$ cat src/hw/rtl/iso_dt_pkg.sv
// Shared constants for the date/time text parser: character codes,
// parse-mode commands, window lengths, field widths and reset values. No dependencies.
`default_nettype none

package iso_dt_pkg;

  // parse-mode commands, sampled on the first character of a string
  localparam logic [1:0] CMD_DATE      = 2'd0;
  localparam logic [1:0] CMD_TIME      = 2'd1;
  localparam logic [1:0] CMD_DATE_TIME = 2'd2;
  localparam logic [1:0] CMD_SPARE     = 2'd3;  // behaves as CMD_DATE_TIME

  // character codes
  localparam logic [7:0] CH_T     = 8'h54;  // 'T'
  localparam logic [7:0] CH_Z     = 8'h5A;  // 'Z'
  localparam logic [7:0] CH_COMMA = 8'h2C;  // ','
  localparam logic [7:0] CH_COLON = 8'h3A;  // ':'
  localparam logic [7:0] CH_MINUS = 8'h2D;  // '-'
  localparam logic [7:0] CH_PLUS  = 8'h2B;  // '+'
  localparam logic [7:0] CH_ZERO  = 8'h30;  // '0'
  localparam logic [7:0] CH_NINE  = 8'h39;  // '9'
  localparam logic [7:0] CH_SPACE = 8'h20;
  localparam logic [7:0] CH_TAB   = 8'h09;
  localparam logic [7:0] CH_CR    = 8'h0D;

  // numeric window lengths
  localparam logic [2:0] YEAR_LEN  = 3'd4;
  localparam logic [2:0] FIELD_LEN = 3'd2;

  // field widths
  localparam int unsigned YEAR_W = 15;
  localparam int unsigned FLD_W  = 8;
  localparam int unsigned ZONE_W = 14;
  localparam int unsigned VAL_W  = 14;

  // reset values of the stored fields
  localparam logic [YEAR_W-1:0] YEAR_RST = 15'd1970;
  localparam logic [FLD_W-1:0]  DAY_RST  = 8'd1;

endpackage

`default_nettype wire

$ cat src/hw/rtl/iso_date_time_text_parser_top.sv
// Top level of the date/time text parser: input register, one-pass
// character parser and result register. Depends on iso_dt_pkg.
`default_nettype none

// Channel  Direction  Handshake                Payload
// in_      input      in_valid / in_ready      in_command, in_char_in, in_last
// out_     output     out_valid / out_ready    out_year .. out_zone_offset
//
// Flow: one character per cycle while no stall holds it; a character is held in the
//   input register, and the result of a last character is loaded from there
//   into the result register.
// The parse step is one combinational pass: at most one separator phase
//   falls through into the next window, then one multiply-by-ten accumulate.
// Reset (rst_n low, synchronous) empties both registers, returns the parser to
//   the start of a string and loads the stored fields with 1970-01-01 00:00:00
//   and zone 0.
// Stalls: only a last character waits in the input register while an untaken
//   result still occupies the result register; other characters keep flowing.

module iso_date_time_text_parser_top (
  input  wire               clk,
  input  wire               rst_n,
  input  wire               in_valid,
  output logic              in_ready,
  input  wire  [1:0]        in_command,
  input  wire  [7:0]        in_char_in,
  input  wire               in_last,
  output logic              out_valid,
  input  wire               out_ready,
  output logic signed [14:0] out_year,
  output logic signed [7:0]  out_month,
  output logic signed [7:0]  out_day,
  output logic signed [7:0]  out_hours,
  output logic signed [7:0]  out_minutes,
  output logic signed [7:0]  out_seconds,
  output logic signed [13:0] out_zone_offset
);

  localparam int unsigned YW = iso_dt_pkg::YEAR_W;
  localparam int unsigned FW = iso_dt_pkg::FLD_W;
  localparam int unsigned ZW = iso_dt_pkg::ZONE_W;
  localparam int unsigned VW = iso_dt_pkg::VAL_W;

  typedef enum logic [4:0] {
    PH_START, PH_YEAR, PH_DSEP1, PH_MONTH, PH_DSEP2, PH_DAY, PH_TSEP,
    PH_HOUR, PH_HSEP1, PH_MIN, PH_HSEP2, PH_SEC, PH_FRACCHK, PH_FRAC,
    PH_ZSIGN, PH_ZH, PH_ZSEP, PH_ZM, PH_DONE
  } phase_t;

  // strtol-style scan stage of the current window
  typedef enum logic [1:0] {
    SC_WS, SC_SIGN, SC_DIGIT, SC_STOP
  } scan_t;

  // ---------------- input register ----------------
  logic       s1_valid_r;
  logic [1:0] s1_cmd_r;
  logic [7:0] s1_char_r;
  logic       s1_last_r;
  logic       fire;
  logic       out_valid_r;
  logic       load;

  // a non-last character never needs the result register
  assign fire      = s1_valid_r && (!s1_last_r || !out_valid || out_ready);
  assign in_ready  = !s1_valid_r || fire;
  assign load      = fire && s1_last_r;
  assign out_valid = out_valid_r;

  always_ff @(posedge clk) begin
    if (!rst_n) begin
      s1_valid_r <= 1'b0;
    end else if (in_ready) begin
      s1_valid_r <= in_valid;
    end
    if (in_valid && in_ready) begin
      s1_cmd_r  <= in_command;
      s1_char_r <= in_char_in;
      s1_last_r <= in_last;
    end
  end

  // ---------------- parser state ----------------
  phase_t        phase_r, phase_nxt;
  logic [2:0]    cnt_r, cnt_nxt;
  scan_t         stg_r, stg_nxt;
  logic          neg_r, neg_nxt;
  logic [VW-1:0] val_r, val_nxt;
  logic [1:0]    mode_r, mode_nxt;
  logic [YW-1:0] year_r, year_nxt;
  logic [FW-1:0] month_r, month_nxt, day_r, day_nxt;
  logic [FW-1:0] hours_r, hours_nxt, minutes_r, minutes_nxt, seconds_r, seconds_nxt;
  logic [ZW-1:0] zone_r, zone_nxt;
  logic          zneg_r, zneg_nxt;
  logic [FW-1:0] zhold_r, zhold_nxt;

  // character classes
  logic [7:0] c;
  logic       is_digit, is_space;
  logic [3:0] dig;

  assign c        = s1_char_r;
  assign is_digit = (c >= iso_dt_pkg::CH_ZERO) && (c <= iso_dt_pkg::CH_NINE);
  assign is_space = (c == iso_dt_pkg::CH_SPACE) ||
                    ((c >= iso_dt_pkg::CH_TAB) && (c <= iso_dt_pkg::CH_CR));
  assign dig      = c[3:0];

  // scanner outputs
  logic [2:0]    sc_cnt;
  scan_t         sc_stg;
  logic          sc_neg;
  logic [VW-1:0] sc_val;
  logic [YW-1:0] sc_mag, sc_sv;
  logic          win_end;
  logic          consumed;
  logic [ZW-1:0] zh_x, zprod, zsum;

  always_comb begin
    mode_nxt    = mode_r;
    phase_nxt   = phase_r;
    cnt_nxt     = cnt_r;
    stg_nxt     = stg_r;
    neg_nxt     = neg_r;
    val_nxt     = val_r;
    year_nxt    = year_r;
    month_nxt   = month_r;
    day_nxt     = day_r;
    hours_nxt   = hours_r;
    minutes_nxt = minutes_r;
    seconds_nxt = seconds_r;
    zone_nxt    = zone_r;
    zneg_nxt    = zneg_r;
    zhold_nxt   = zhold_r;
    consumed    = 1'b0;

    // first character: latch the mode and open the first window
    if (phase_r == PH_START) begin
      mode_nxt  = s1_cmd_r;
      phase_nxt = (s1_cmd_r == iso_dt_pkg::CMD_TIME) ? PH_HOUR : PH_YEAR;
      cnt_nxt   = 3'd0;
      stg_nxt   = SC_WS;
      neg_nxt   = 1'b0;
      val_nxt   = '0;
    end

    // separator phases; an unexpected delimiter falls through to the window, a missing 'T' ends the parse
    case (phase_nxt)
      PH_DSEP1, PH_DSEP2, PH_HSEP1, PH_HSEP2, PH_ZSEP: begin
        case (phase_nxt)
          PH_DSEP1: phase_nxt = PH_MONTH;
          PH_DSEP2: phase_nxt = PH_DAY;
          PH_HSEP1: phase_nxt = PH_MIN;
          PH_HSEP2: phase_nxt = PH_SEC;
          default:  phase_nxt = PH_ZM;
        endcase
        consumed = (phase_nxt == PH_MONTH || phase_nxt == PH_DAY) ?
                   (c == iso_dt_pkg::CH_MINUS) : (c == iso_dt_pkg::CH_COLON);
        cnt_nxt = 3'd0;
        stg_nxt = SC_WS;
        neg_nxt = 1'b0;
        val_nxt = '0;
      end
      PH_TSEP: begin
        consumed = 1'b1;
        if (c == iso_dt_pkg::CH_T) begin
          phase_nxt = PH_HOUR;
          cnt_nxt   = 3'd0;
          stg_nxt   = SC_WS;
          neg_nxt   = 1'b0;
          val_nxt   = '0;
        end else begin
          phase_nxt = PH_DONE;
        end
      end
      PH_FRACCHK: begin
        if (c == iso_dt_pkg::CH_COMMA) begin
          phase_nxt = PH_FRAC;
          consumed  = 1'b1;
        end else begin
          phase_nxt = PH_ZSIGN;
        end
      end
      PH_FRAC: begin
        if (is_digit) begin
          consumed = 1'b1;
        end else begin
          phase_nxt = PH_ZSIGN;
        end
      end
      default: ;
    endcase

    // strtol-style scan of one character
    sc_stg = stg_nxt;
    sc_neg = neg_nxt;
    sc_val = val_nxt;
    case (stg_nxt)
      SC_WS: begin
        if (is_space) begin
          sc_stg = SC_WS;
        end else if (c == iso_dt_pkg::CH_PLUS || c == iso_dt_pkg::CH_MINUS) begin
          sc_neg = (c == iso_dt_pkg::CH_MINUS);
          sc_stg = SC_SIGN;
        end else if (is_digit) begin
          sc_val = {{(VW-4){1'b0}}, dig};
          sc_stg = SC_DIGIT;
        end else begin
          sc_stg = SC_STOP;
        end
      end
      SC_SIGN: begin
        if (is_digit) begin
          sc_val = {{(VW-4){1'b0}}, dig};
          sc_stg = SC_DIGIT;
        end else begin
          sc_stg = SC_STOP;
        end
      end
      SC_DIGIT: begin
        if (is_digit) begin
          sc_val = VW'((val_nxt << 3) + (val_nxt << 1) + {{(VW-4){1'b0}}, dig});
        end else begin
          sc_stg = SC_STOP;
        end
      end
      default: ;
    endcase
    sc_cnt  = cnt_nxt + 3'd1;
    sc_mag  = {{(YW-VW){1'b0}}, sc_val};
    sc_sv   = sc_neg ? YW'(~sc_mag + 1'b1) : sc_mag;
    win_end = sc_cnt >= ((phase_nxt == PH_YEAR) ? iso_dt_pkg::YEAR_LEN
                                                : iso_dt_pkg::FIELD_LEN);

    // zone = +-(hours * 60 + minutes), 60x as 64x - 4x
    zh_x  = {{(ZW-FW){zhold_r[FW-1]}}, zhold_r};
    zprod = ZW'((zh_x << 6) - (zh_x << 2));
    zsum  = zprod + sc_sv[ZW-1:0];

    if (!consumed) begin
      case (phase_nxt)
        PH_YEAR, PH_MONTH, PH_DAY, PH_HOUR, PH_MIN, PH_SEC, PH_ZH, PH_ZM: begin
          cnt_nxt = sc_cnt;
          stg_nxt = sc_stg;
          neg_nxt = sc_neg;
          val_nxt = sc_val;
          case (phase_nxt)
            PH_YEAR: begin
              year_nxt = sc_sv;
              if (win_end) phase_nxt = PH_DSEP1;
            end
            PH_MONTH: begin
              month_nxt = sc_sv[FW-1:0];
              if (win_end) phase_nxt = PH_DSEP2;
            end
            PH_DAY: begin
              day_nxt = sc_sv[FW-1:0];
              if (win_end) begin
                phase_nxt = (mode_nxt == iso_dt_pkg::CMD_DATE) ? PH_DONE : PH_TSEP;
              end
            end
            PH_HOUR: begin
              hours_nxt = sc_sv[FW-1:0];
              if (win_end) phase_nxt = PH_HSEP1;
            end
            PH_MIN: begin
              minutes_nxt = sc_sv[FW-1:0];
              if (win_end) phase_nxt = PH_HSEP2;
            end
            PH_SEC: begin
              seconds_nxt = sc_sv[FW-1:0];
              if (win_end) phase_nxt = PH_FRACCHK;
            end
            PH_ZH: begin
              zhold_nxt = sc_sv[FW-1:0];
              if (win_end) phase_nxt = PH_ZSEP;
            end
            default: begin
              zone_nxt = zneg_r ? ZW'(~zsum + 1'b1) : zsum;
              if (win_end) phase_nxt = PH_DONE;
            end
          endcase
        end
        PH_ZSIGN: begin
          if (c == iso_dt_pkg::CH_Z) begin
            phase_nxt = PH_DONE;
          end else begin
            zneg_nxt  = (c == iso_dt_pkg::CH_MINUS);
            phase_nxt = PH_ZH;
            cnt_nxt   = 3'd0;
            stg_nxt   = SC_WS;
            neg_nxt   = 1'b0;
            val_nxt   = '0;
          end
        end
        default: ;
      endcase
    end

    // end of string: back to the start, stored fields kept
    if (s1_last_r) begin
      phase_nxt = PH_START;
      cnt_nxt   = 3'd0;
      stg_nxt   = SC_WS;
      neg_nxt   = 1'b0;
      val_nxt   = '0;
    end
  end

  // parser state and result register
  always_ff @(posedge clk) begin
    if (!rst_n) begin
      phase_r     <= PH_START;
      cnt_r       <= 3'd0;
      stg_r       <= SC_WS;
      neg_r       <= 1'b0;
      val_r       <= '0;
      mode_r      <= iso_dt_pkg::CMD_DATE;
      year_r      <= iso_dt_pkg::YEAR_RST;
      month_r     <= iso_dt_pkg::DAY_RST;
      day_r       <= iso_dt_pkg::DAY_RST;
      hours_r     <= '0;
      minutes_r   <= '0;
      seconds_r   <= '0;
      zone_r      <= '0;
      zneg_r      <= 1'b0;
      zhold_r     <= '0;
      out_valid_r <= 1'b0;
    end else begin
      if (fire) begin
        phase_r   <= phase_nxt;
        cnt_r     <= cnt_nxt;
        stg_r     <= stg_nxt;
        neg_r     <= neg_nxt;
        val_r     <= val_nxt;
        mode_r    <= mode_nxt;
        year_r    <= year_nxt;
        month_r   <= month_nxt;
        day_r     <= day_nxt;
        hours_r   <= hours_nxt;
        minutes_r <= minutes_nxt;
        seconds_r <= seconds_nxt;
        zone_r    <= zone_nxt;
        zneg_r    <= zneg_nxt;
        zhold_r   <= zhold_nxt;
      end
      if (load) begin
        out_valid_r <= 1'b1;
      end else if (out_ready) begin
        out_valid_r <= 1'b0;
      end
    end
    if (load) begin
      out_year        <= year_nxt;
      out_month       <= month_nxt;
      out_day         <= day_nxt;
      out_hours       <= hours_nxt;
      out_minutes     <= minutes_nxt;
      out_seconds     <= seconds_nxt;
      out_zone_offset <= zone_nxt;
    end
  end

  // ---------------- assertions ----------------
  a_start_clean: assert property (@(posedge clk) disable iff (!rst_n)
    (phase_r == PH_START) |-> (cnt_r == 3'd0 && stg_r == SC_WS))
    else $error("window state not cleared at string start");

  a_cnt_range: assert property (@(posedge clk) disable iff (!rst_n)
    cnt_r <= iso_dt_pkg::YEAR_LEN)
    else $error("window count past the longest window");

  a_no_overwrite: assert property (@(posedge clk) disable iff (!rst_n)
    (out_valid_r && !out_ready) |-> !load)
    else $error("result overwritten before transfer");

  a_last_restart: assert property (@(posedge clk) disable iff (!rst_n)
    load |=> (out_valid_r && phase_r == PH_START))
    else $error("last character did not give a result and restart");

endmodule

`default_nettype wire
$ cat config.mk
export PLATFORM = sky130hd
export DESIGN_NAME = iso_date_time_text_parser_top
export DESIGN_NICKNAME = d
export VERILOG_FILES = /design/src/hw/rtl/iso_dt_pkg.sv /design/src/hw/rtl/iso_date_time_text_parser_top.sv
export SDC_FILE = /design/constraint.sdc
export NUM_CORES = 1
export LEC_CHECK = 0
export BUFFER_PORTS_ARGS = -buffer_cell sky130_fd_sc_hd__buf_2
export CAP_MARGIN = 20
export CORE_MARGIN = 2
export CORE_UTILIZATION = 45
export CTS_BUF_LIST = sky130_fd_sc_hd__clkbuf_8 sky130_fd_sc_hd__clkbuf_16
export DETAILED_ROUTE_END_ITERATION = 6
export PLACE_DENSITY = 0.71
export SYNTH_ARGS = -nofsm -noshare
export SYNTH_HDL_FRONTEND = slang
export SYNTH_SLANG_ARGS = --single-unit
export TNS_END_PERCENT = 1
$ cat constraint.sdc
create_clock -name clk -period 11.9 [get_ports clk]
set_input_delay 0.595 -clock clk [delete_from_list [all_inputs] [get_ports clk]]
set_output_delay 0.595 -clock clk [all_outputs]
set_load 0.005 [all_outputs]
Yosys cells after proc, flatten, opt, wreduce, memory -nomap -nowiden --
Index checks and enable logic that the tools add are counted.
Operators by class: add/subtract/negate cells 7, $lt $le $gt $ge 5, eq/ne operators 29, mux-type cells 94, bitwise operators 4, reduce and logical (&&, ||, !) cells 23
Operators by type and width (number):
- $mux W14 | 13
- $mux W8 | 15
- $mux W5 | 16
- $mux W15 | 4
- $pmux W14 S2 | 2
- $pmux W14 S3 | 1
- $eq A5 B4 Y1 const B | 8
- $eq A8 B6 Y1 const B | 5
- $pmux W5 S4 | 2
- $pmux W5 S7 | 1
- $add A14 B14 Y14 | 2
- $eq A5 B3 Y1 const B | 5
- $mux W3 | 7
- $mux W2 | 10
- $eq A8 B7 Y1 const B | 2
- $add A15 B1 Y15 const B | 1
- $eq A5 B2 Y1 const B | 3
- $not A14 Y15 | 1
- $add A14 B1 Y14 const B | 1
- $add A14 B4 Y14 | 1
- $mux W1 | 14
- $not A14 Y14 | 1
- $sub A14 B14 Y14 | 1
- $pmux W3 S2 | 2
- 26 further kinds | 44
Word-level totals: register bits after elaboration 187

Longest topological paths before layout --
Gate-level depths: netlist of the first run.
depth after elaboration 20, mapped depth 31, mapped depth without buffers 29

Worst setup path before layout of the first run --
OpenSTA, ideal clock, no wires.
path kind reg2reg, from register s1_char_r[1], in the netlist c[1], to register zone_r[13], library setup time 62 ps, arrival 7064 ps, required time 11838 ps, slack 4774 ps, stages on the path, launching flop included 30, buffers on the path 1, clock period less this slack 7126 ps, path through edfxtp_1 -> or3b_1 -> o311a_1 -> a211o_1 -> clkbuf_1 -> and3_1 -> ha_1 -> ha_1 -> fa_1 -> a21o_1 -> a21oi_1 -> xnor2_1 -> a32o_1 -> a22oi_1 -> nand4_1 -> o41ai_1 -> xnor2_1 -> inv_1 -> fa_1 -> inv_1 -> ha_1 -> a21oi_1 -> inv_1 -> a41oi_1 -> o21bai_1 -> a21oi_1 -> xnor2_1 -> xnor3_1 -> or4_1 -> nand3_1
Between the ends: longest elaborated chain between the ends 17, elaborated cells between the ends (all ways) 61, those cells by class 5 x add/sub; 4 x order compare; 16 x eq/ne; 27 x mux; 2 x bitwise; 7 x reduce/logical
RTL lines:
- start: declaration | RTL line iso_date_time_text_parser_top.sv:58 | logic [7:0] s1_char_r;
- start signal: assignment | RTL line iso_date_time_text_parser_top.sv:78 | s1_char_r <= in_char_in;
- $eq A8 B7 Y1 | RTL line iso_date_time_text_parser_top.sv:165 | if (c == iso_dt_pkg::CH_T) begin
- $mux W14 | RTL line iso_date_time_text_parser_top.sv:165
- $pmux W14 S2 | RTL line iso_date_time_text_parser_top.sv:147 | case (phase_nxt)
- $add A14 B14 Y14 or $mux W14 (tied branches) | RTL line iso_date_time_text_parser_top.sv:221, iso_date_time_text_parser_top.sv:204, iso_date_time_text_parser_top.sv:212
- $add A14 B4 Y14 or $mux W14 (tied branches) | RTL line iso_date_time_text_parser_top.sv:221, iso_date_time_text_parser_top.sv:201
- $mux W14, on equally long branches | RTL line iso_date_time_text_parser_top.sv:220, iso_date_time_text_parser_top.sv:199
- $pmux W14 S3 | RTL line iso_date_time_text_parser_top.sv:197 | case (stg_nxt)
- $not A14 Y15 | RTL line iso_date_time_text_parser_top.sv:230 | sc_sv = sc_neg ? YW'(~sc_mag + 1'b1) : sc_mag;
- $add A15 B1 Y15 | RTL line iso_date_time_text_parser_top.sv:230
- $mux W15 | RTL line iso_date_time_text_parser_top.sv:230
- $add A14 B14 Y14 | RTL line iso_date_time_text_parser_top.sv:237 | zsum = zprod + sc_sv[ZW-1:0];
- $not A14 Y14 | RTL line iso_date_time_text_parser_top.sv:278 | zone_nxt = zneg_r ? ZW'(~zsum + 1'b1) : zsum;
- $add A14 B1 Y14 | RTL line iso_date_time_text_parser_top.sv:278
- $mux W14 | RTL line iso_date_time_text_parser_top.sv:278
- $mux W14 | RTL line iso_date_time_text_parser_top.sv:246 | case (phase_nxt)
- $mux W14 | RTL line iso_date_time_text_parser_top.sv:240 | case (phase_nxt)
- $mux W14 * | RTL line iso_date_time_text_parser_top.sv:239 | if (!consumed) begin
- end signal: assignment | RTL line iso_date_time_text_parser_top.sv:342 | zone_r <= zone_nxt;
- end: declaration | RTL line iso_date_time_text_parser_top.sv:93 | logic [ZW-1:0] zone_r, zone_nxt;
Mark *: on every way between the ends. The rest lies on a longest branch, timed or not. A chain may end at the register's enable or synchronous reset.

Worst setup path after layout of the first run --
from register s1_char_r[2], in the netlist c[2], to register out_zone_offset[13], data pin
Between the ends: longest elaborated chain between the ends 17, elaborated cells between the ends (all ways) 61, those cells by class 5 x add/sub; 4 x order compare; 16 x eq/ne; 27 x mux; 2 x bitwise; 7 x reduce/logical
RTL lines:
- $eq A8 B7 Y1 | RTL line iso_date_time_text_parser_top.sv:165
- $mux W14 | RTL line iso_date_time_text_parser_top.sv:165
- $pmux W14 S2 | RTL line iso_date_time_text_parser_top.sv:147
- $add A14 B14 Y14 or $mux W14 (tied branches) | RTL line iso_date_time_text_parser_top.sv:221, iso_date_time_text_parser_top.sv:204, iso_date_time_text_parser_top.sv:212
- $add A14 B4 Y14 or $mux W14 (tied branches) | RTL line iso_date_time_text_parser_top.sv:221, iso_date_time_text_parser_top.sv:201
- $mux W14, on equally long branches | RTL line iso_date_time_text_parser_top.sv:220, iso_date_time_text_parser_top.sv:199
- $pmux W14 S3 | RTL line iso_date_time_text_parser_top.sv:197
- $not A14 Y15 | RTL line iso_date_time_text_parser_top.sv:230
- (+2 left out)
- named net sc_sv[4] | RTL line iso_date_time_text_parser_top.sv:113 | logic [YW-1:0] sc_mag, sc_sv;
- $add A14 B14 Y14 * | RTL line iso_date_time_text_parser_top.sv:237
- $not A14 Y14 | RTL line iso_date_time_text_parser_top.sv:278
- $add A14 B1 Y14 | RTL line iso_date_time_text_parser_top.sv:278
- $mux W14 * | RTL line iso_date_time_text_parser_top.sv:278
- $mux W14 * | RTL line iso_date_time_text_parser_top.sv:246
- $mux W14 * | RTL line iso_date_time_text_parser_top.sv:240
- $mux W14 * | RTL line iso_date_time_text_parser_top.sv:239
- named net zone_nxt[13] | RTL line iso_date_time_text_parser_top.sv:93
- end signal: assignment | RTL line iso_date_time_text_parser_top.sv:359 | out_zone_offset <= zone_nxt;
- end: declaration | RTL line iso_date_time_text_parser_top.sv:36 | output logic signed [13:0] out_zone_offset
The timed path passes the listed nets; every way through them passes the cells marked *.

==> out/summary.txt, run 1 <==
Status: finished clean
Commonest non-fill, non-tap cells in the layout: nand2_1, nor2_1, dfxtp_1
Final Hold Viols: 0
Die area: 0.02543 mm²
Syn Nets: 1272
Design area: 0.01218 mm²
CTS tree: done
Critical Path Source Type: flop
GRT overflow: 0
Post-synth EDFFs: 80
Leak: 4.871 nW
Maximum vdd drop: 0.09865 mV
Req. time, crit path: 12.09 ns
Number of remaining DRC errors: 0
Syn-to-layout area delta: 12.00%
Hold path cells: 1
Final Max Slew Viols: 0
First-pass GRT wire length: 44.00 mm
Diodes inserted: 0
Final Cycle Share: 0.7356
Clock Skew: 0.02090 ns
Longest Clk Path Bufs: 2
Ys async rst share: 0
Root buf cell: clkbuf_16
Hold WC Path Type: input pin to flop
Final Critical Period: 8.754 ns
Worst slew pin tran: 0.9631 ns
Nets: 1325
GRT Util Overall: 0.2121
TritonCTS Buffers: 17
Sequential share of the synthesized area: 0.4178
Routability cong.: 0.8610
Yosys cell types: 79
# port buffers: 85
Area after DPL: 0.01157 mm²
Clk sinks: 187
Layout cell share with drive strength beyond 1: 0.1564
Ranking of synthesized cells by area: edfxtp_1, dfxtp_1, ha_1, nand2_1, nor2_1
Die Wd: 159.5 µm
Drt total wl: 26.89 mm
Top-area cell type share of the netlist area: 0.2209
Ys Warns: 0
Final std cells w/o fill: 1585
CTS clock-pin slew for the worst setup and hold paths: 0.08 ns
Crit Path Max Fanout: 14
CORE AREA: 0.02361 mm²
Pin count of the biggest net entering global routing: 71
Fin Setup TNS: 0 ns
CP arrival: 8.94 ns
Fillcell total: 2127
I/O pin total: 86
MaxCap Viol Count: 0
Post-synthesis cell count: 1200
RSZ-0062 raised after global routing: no
Cts-stage hold buffer count: 0
Main synth FF type: dfxtp_1
FF+latch count, synth: 187
Via density: 5.706
HPWL after DPL: 18.44 mm
Yosys top cell by area: edfxtp_1
Worst r2r path cells: 26
CTS H-tree depth: 4
Post-synthesis cell area: 0.01088 mm²
Worst Setup End Kind: flop
Most common cell after layout, fill and taps aside: nand2_1
# setup viols final: 0
Pwr dens: 119.1 mW/mm²
CP Class: flop to flop
CTS resizes: 0
Initial antenna violation count: 0
Max Freq: 114.2 MHz
Post-CTS Setup Inserts: 0
Rows: 56
Core Util, Final: 0.5159
Avg Cell Area, Syn: 9.064 µm²
DR vias: 9044
Max_slew headroom: 0.3533
DRT iter0 DRCs: 796
Die Y: 159.5 µm
Post-DRT Antenna Nets: 0
DRT Pass-1 Iters: 5
Routed WL per cell: 16.96 µm
Clk Latency, worst-skew pair: 0.45 ns
Placed insts: 1553
Starting density of the core: 0.4606
Number of global-route vias before repair: 8453
path summary, 6_finish.rpt:
check	startpoint	slack, ns	to
hold reg to reg	minutes_r[2]	0.46	minutes_r[2]
setup reg to reg	c[2]	3.15	out_zone_offset[13]
hold / removal	in_char_in[2]	0.33	c[2]
setup / recovery	c[2]	3.15	out_zone_offset[13]
metrics by stage:
stage | setup slack (ns) | hold slack, ns | total power [mW]
4_1_cts | 3.266 | 0.3153 | 1.458
5_1_grt | 2.563 | 0.3061 | 1.502
3_3_place_gp | 3.294 | 0.4380 | 0.8805
3_5_place_dp | 3.306 | 0.4460 | 0.8824
6_report | 3.146 | 0.3268 | 1.451
2_1_floorplan | 4.774 | 0.4329 | 0.8348
final cells by class:
type / instances / area (µm²) / area share
multi-input combinational: 898 / 5899 / 0.4843
sequential: 187 / 4544 / 0.3730
timing repair buffer: 101 / 545.5 / 0.04478
clock buffer: 17 / 425.4 / 0.03492
tap: 319 / 399.1 / 0.03276
clock inverter: 15 / 187.7 / 0.01541
inverter: 48 / 180.2 / 0.01479
sequential cells by signal, summed over array words and instances, names as in the netlist, 14 cells and up:
signal and count:
out_year 15, out_zone_offset 14, val_r 14, year_r 15
zone_r 14
logic make-up after synthesis:
| kind of cell | share of synthesized area |
|---|---|
| flops | 0.4178 |
| fa+ha+maj | 0.07362 |
| mux | 0.06292 |
| compound gates | 0.1763 |
| buf+inv | 0.04026 |
| simple gates | 0.1931 |
| xor+xnor | 0.03589 |
critical path: stages, from the launching register on:
cell      delay, ns
edfxtp_1       0.62
or3b_1         0.43
o311a_1        0.42
a211oi_4       0.44
nor2_1         0.23
nand2_1        0.21
inv_1          0.09
ha_1           0.35
nor3_1         0.70
nand3b_1       0.21
o31ai_1        0.19
inv_1          0.43
ha_1           0.36
nor2b_1        0.17
a21oi_1        0.22
xnor2_1        0.45
ha_1           0.40
ha_1           0.39
a21oi_1        0.19
xor2_1         0.40
nand2_1        0.10
nor4_1         0.19
a211oi_1       0.11
or3_1          0.50
o41ai_2        0.45
xor2_1         0.18
o21ai_1        0.07
cells in the mapped netlist, drive strengths merged, types with 4 or more instances:
master,count
nand2,148
nor2,131
dfxtp,107
edfxtp,80
a21oi,78
o21ai,64
clkbuf,56
ha,48
inv,48
mux2,43
nor3,34
nand3,25
xnor2,24
and3,20
mux2i,20
xor2,18
a22oi,16
a211oi,11
buf,11
nand2b,11
a21o,10
fa,9
nand4,9
o211ai,9
o21a,9
o31ai,9
nor4,8
o21bai,8
or3,8
a211o,7
and2,7
nor2b,7
a2bb2oi,6
a31oi,6
nor4b,6
o22ai,6
o41ai,6
a31o,5
nand3b,5
or2,5
a221oi,4
a41oi,4
nor3b,4
o221ai,4
or4,4
power by group:
group | internal [mW] | switching (mW)
clock network | 0.287 | 0.294
registers | 0.687 | 0.0118
logic | 0.0593 | 0.112
total | 1.03 | 0.418
metal layers:
metal | track usage | vias up | wire length [µm]
li1 | - | 4444 | -
met1 | 0.2910 | 4292 | 12460
met2 | 0.3495 | 277 | 12760
met3 | 0.03517 | 31 | 1241
met4 | 0.05289 | 0 | 426
met5 | 0 | - | 0
No activity file was read; power rests on OpenSTA's default activity.
==> run 2: changes to the inputs <==
--- a/config.mk
+++ b/config.mk
@@ -11,7 +11,7 @@
 export CORE_UTILIZATION = 45
 export CTS_BUF_LIST = sky130_fd_sc_hd__clkbuf_8 sky130_fd_sc_hd__clkbuf_16
 export DETAILED_ROUTE_END_ITERATION = 6
-export PLACE_DENSITY = 0.71
+export PLACE_DENSITY = 0.73
 export SYNTH_ARGS = -nofsm -noshare
 export SYNTH_HDL_FRONTEND = slang
 export SYNTH_SLANG_ARGS = --single-unit
==> constraint.sdc (replaced) <==
create_clock -name clk -period 7.69 [get_ports clk]
set_input_delay 0.3845 -clock clk [delete_from_list [all_inputs] [get_ports clk]]
set_output_delay 0.3845 -clock clk [all_outputs]
set_load 0.005 [all_outputs]
==> run 2 against run 1 <==
Against the previous run:
- non-clock buffer count rose by 28
- sequential power up 53%
- clock-buffer cell count stayed put
- critical path depth rose by 2
- power rose by 59%
- first-iteration DRC count fell by 16%
- die area is the same
- clock power up 62%
- critical endpoint is now zone_r[13]
- largest power group unchanged
==> out/summary.txt, run 2 (synthesis results as in run 1) <==
Die Wd: 159.5 µm (unchanged)
CTS tree: done
CP Class: flop to flop
FF-to-FF End: zone_r[13]
CP arrival: 7.77 ns (-1.17 ns)
CTS H-tree depth: 4 (unchanged)
RSZ-0062 raised after global routing: yes
DRT Pass-1 Iters: 6 (+1)
Post-DRT Antenna Nets: 0 (unchanged)
Longest Clk Path Bufs: 2 (unchanged)
GRT overflow: 0 (unchanged)
Via density: 5.753 (+0.83%)
Routed WL per cell: 16.99 µm (+0.14%)
Pin count of the biggest net entering global routing: 71 (unchanged)
Total power: 2.303 mW (+59%)
HPWL after DPL: 19.11 mm (+3.6%)
Number of remaining DRC errors: 0 (unchanged)
Initial antenna violation count: 0 (unchanged)
Max_slew headroom: 0.2712 (-0.08209)
Final Hold Viols: 0 (unchanged)
DR vias: 9280 (+2.6%)
Worst r2r path cells: 28 (+7.7%)
Number of global-route vias before repair: 8731 (+3.3%)
Worst slew pin tran: 1.089 ns (+0.1260 ns)
Worst Setup End Kind: flop
# setup viols final: 0 (unchanged)
Hold_sp: in_char_in[3]
Max Freq: 135.6 MHz (+19%)
Worst r2r src: c[0]
Hold WC Path Type: input pin to flop
Syn-to-layout area delta: 15.21%
# port buffers: 85 (unchanged)
Clk sinks: 187 (unchanged)
Maximum vdd drop: 0.1401 mV (+42%)
GRT Util Overall: 0.2135 (+0.001383)
Worst path slowest cell: fa_1
I/O pin total: 86 (unchanged)
TritonCTS Buffers: 17 (unchanged)
Nets: 1353 (+2.1%)
Rows: 56 (unchanged)
First-pass GRT wire length: 44.44 mm (+0.99%)
Leak: 5.065 nW (+4.0%)
Routability cong.: 0.9034 (+4.9%)
Clk Latency, worst-skew pair: 0.45 ns (about the same)
Die area: 0.02543 mm² (unchanged)
Max incr delay on CP: 0.48 ns (-0.22 ns)
Crit Path Max Fanout: 7 (-7)
Pwr dens: 183.8 mW/mm² (+54%)
Root buf cell: clkbuf_16
DRT iter0 DRCs: 667 (-16%)
Drt total wl: 27.40 mm (+1.9%)
CTS clock-pin slew for the worst setup and hold paths: 0.08 ns (about the same)
MaxCap Viol Count: 0 (unchanged)
Req. time, crit path: 8.08 ns (-4.01 ns)
Starting density of the core: 0.4606 (unchanged)
Setup slack, reg-to-reg: 0.32 ns (-2.83 ns)
Commonest non-fill, non-tap cells in the layout: nand2_1, nor2_1, dfxtp_1
Most common cell after layout, fill and taps aside: nand2_1
Pre-CTS setup slack: 0.2184 ns (-3.088 ns)
Clock Skew: 0.01147 ns (-0.009436 ns)
Final Critical Period: 7.373 ns (-1.381 ns)
Final Cycle Share: 0.9587 (+0.2231)
Final Max Slew Viols: 0 (unchanged)
Layout cell share with drive strength beyond 1: 0.1862 (+0.02985)
Critical Path Source Type: flop
Cts-stage hold buffer count: 0 (unchanged)
Hold Path Sink: c[3]
Largest regs: out_year x15, year_r x15
Slack of the critical path: 0.3174 ns (-2.829 ns)
Status: finished clean
Diodes inserted: 0 (unchanged)
CORE AREA: 0.02361 mm² (unchanged)
Hold path cells: 1 (unchanged)
Die Y: 159.5 µm (unchanged)
-- run 2: critical path: cells and delay by family, from the launching register on --
family | cells | cell delay [ns]
adder cells (fa/ha/maj) | 5 | 1.81
XOR/XNOR | 4 | 0.71
flip-flops | 1 | 0.38
AO/OA/AOI/OAI | 11 | 2.75
AND/OR/NAND/NOR | 5 | 1.51
buffers and inverters | 3 | 0.19
-- run 2: where the power goes --
| group | switching (mW) | total, mW | internal (mW) |
|---|---|---|---|
| Clock | 0.482 | 0.940 | 0.458 |
| Combinational | 0.187 | 0.289 | 0.102 |
| Sequential | 0.0118 | 1.07 | 1.06 |
-- run 2: metrics by stage --
step / utilization / std cells / hold WS (ns) / area (µm²) / TNS [ns]
final: 0.5307 / 1613 / 0.1129 / 12530 / 0
after global routing: 0.5307 / 1613 / 0.1041 / 12530 / -0.05600
after CTS: 0.5259 / 1612 / 0.1068 / 12420 / 0
after detailed placement: 0.4985 / 1580 / 0.4466 / 11770 / 0
after global placement: 0.4985 / 1580 / 0.4378 / 11770 / 0
after floorplan: - / 1200 / 0.4329 / 10880 / 0
-- run 2: area by class of cell --
type	instances	area, µm²
fillers	2101	11080
multi-input cells	898	6006
flip-flops and latches	187	4544
repair buffers	129	755.7
clock buffers	17	425.4
well taps	319	399.1
clock inverters	15	220.2
inverters	48	180.2
-- run 2: worst max path at each step --
stage,start,to,slack (ns),cells after the start
final,c[0],zone_r[13],0.32,28
after global routing,c[0],zone_r[13],-0.06,29
after CTS,phase_r[3],zone_r[13],0.14,29
after detailed placement,phase_r[3],zone_r[13],0.22,29
after global placement,phase_r[3],zone_r[13],0.33,29
after floorplan,c[1],zone_r[13],0.56,29
-- run 2: what timing repair did --
action | in CTS | in global routing
setup buffers | 0 | 1
setup endpoints to repair | 0 | 12
gates resized for setup | 0 | 20
-- run 2: metal layers --
layer  track usage  routed length (µm)  vias up
li1              -                   -     4509
met1        0.2873               12150     4383
met2        0.3564               13120      334
met3       0.02657                1505       54
met4       0.07149                 631        0
met5             0                   0        -
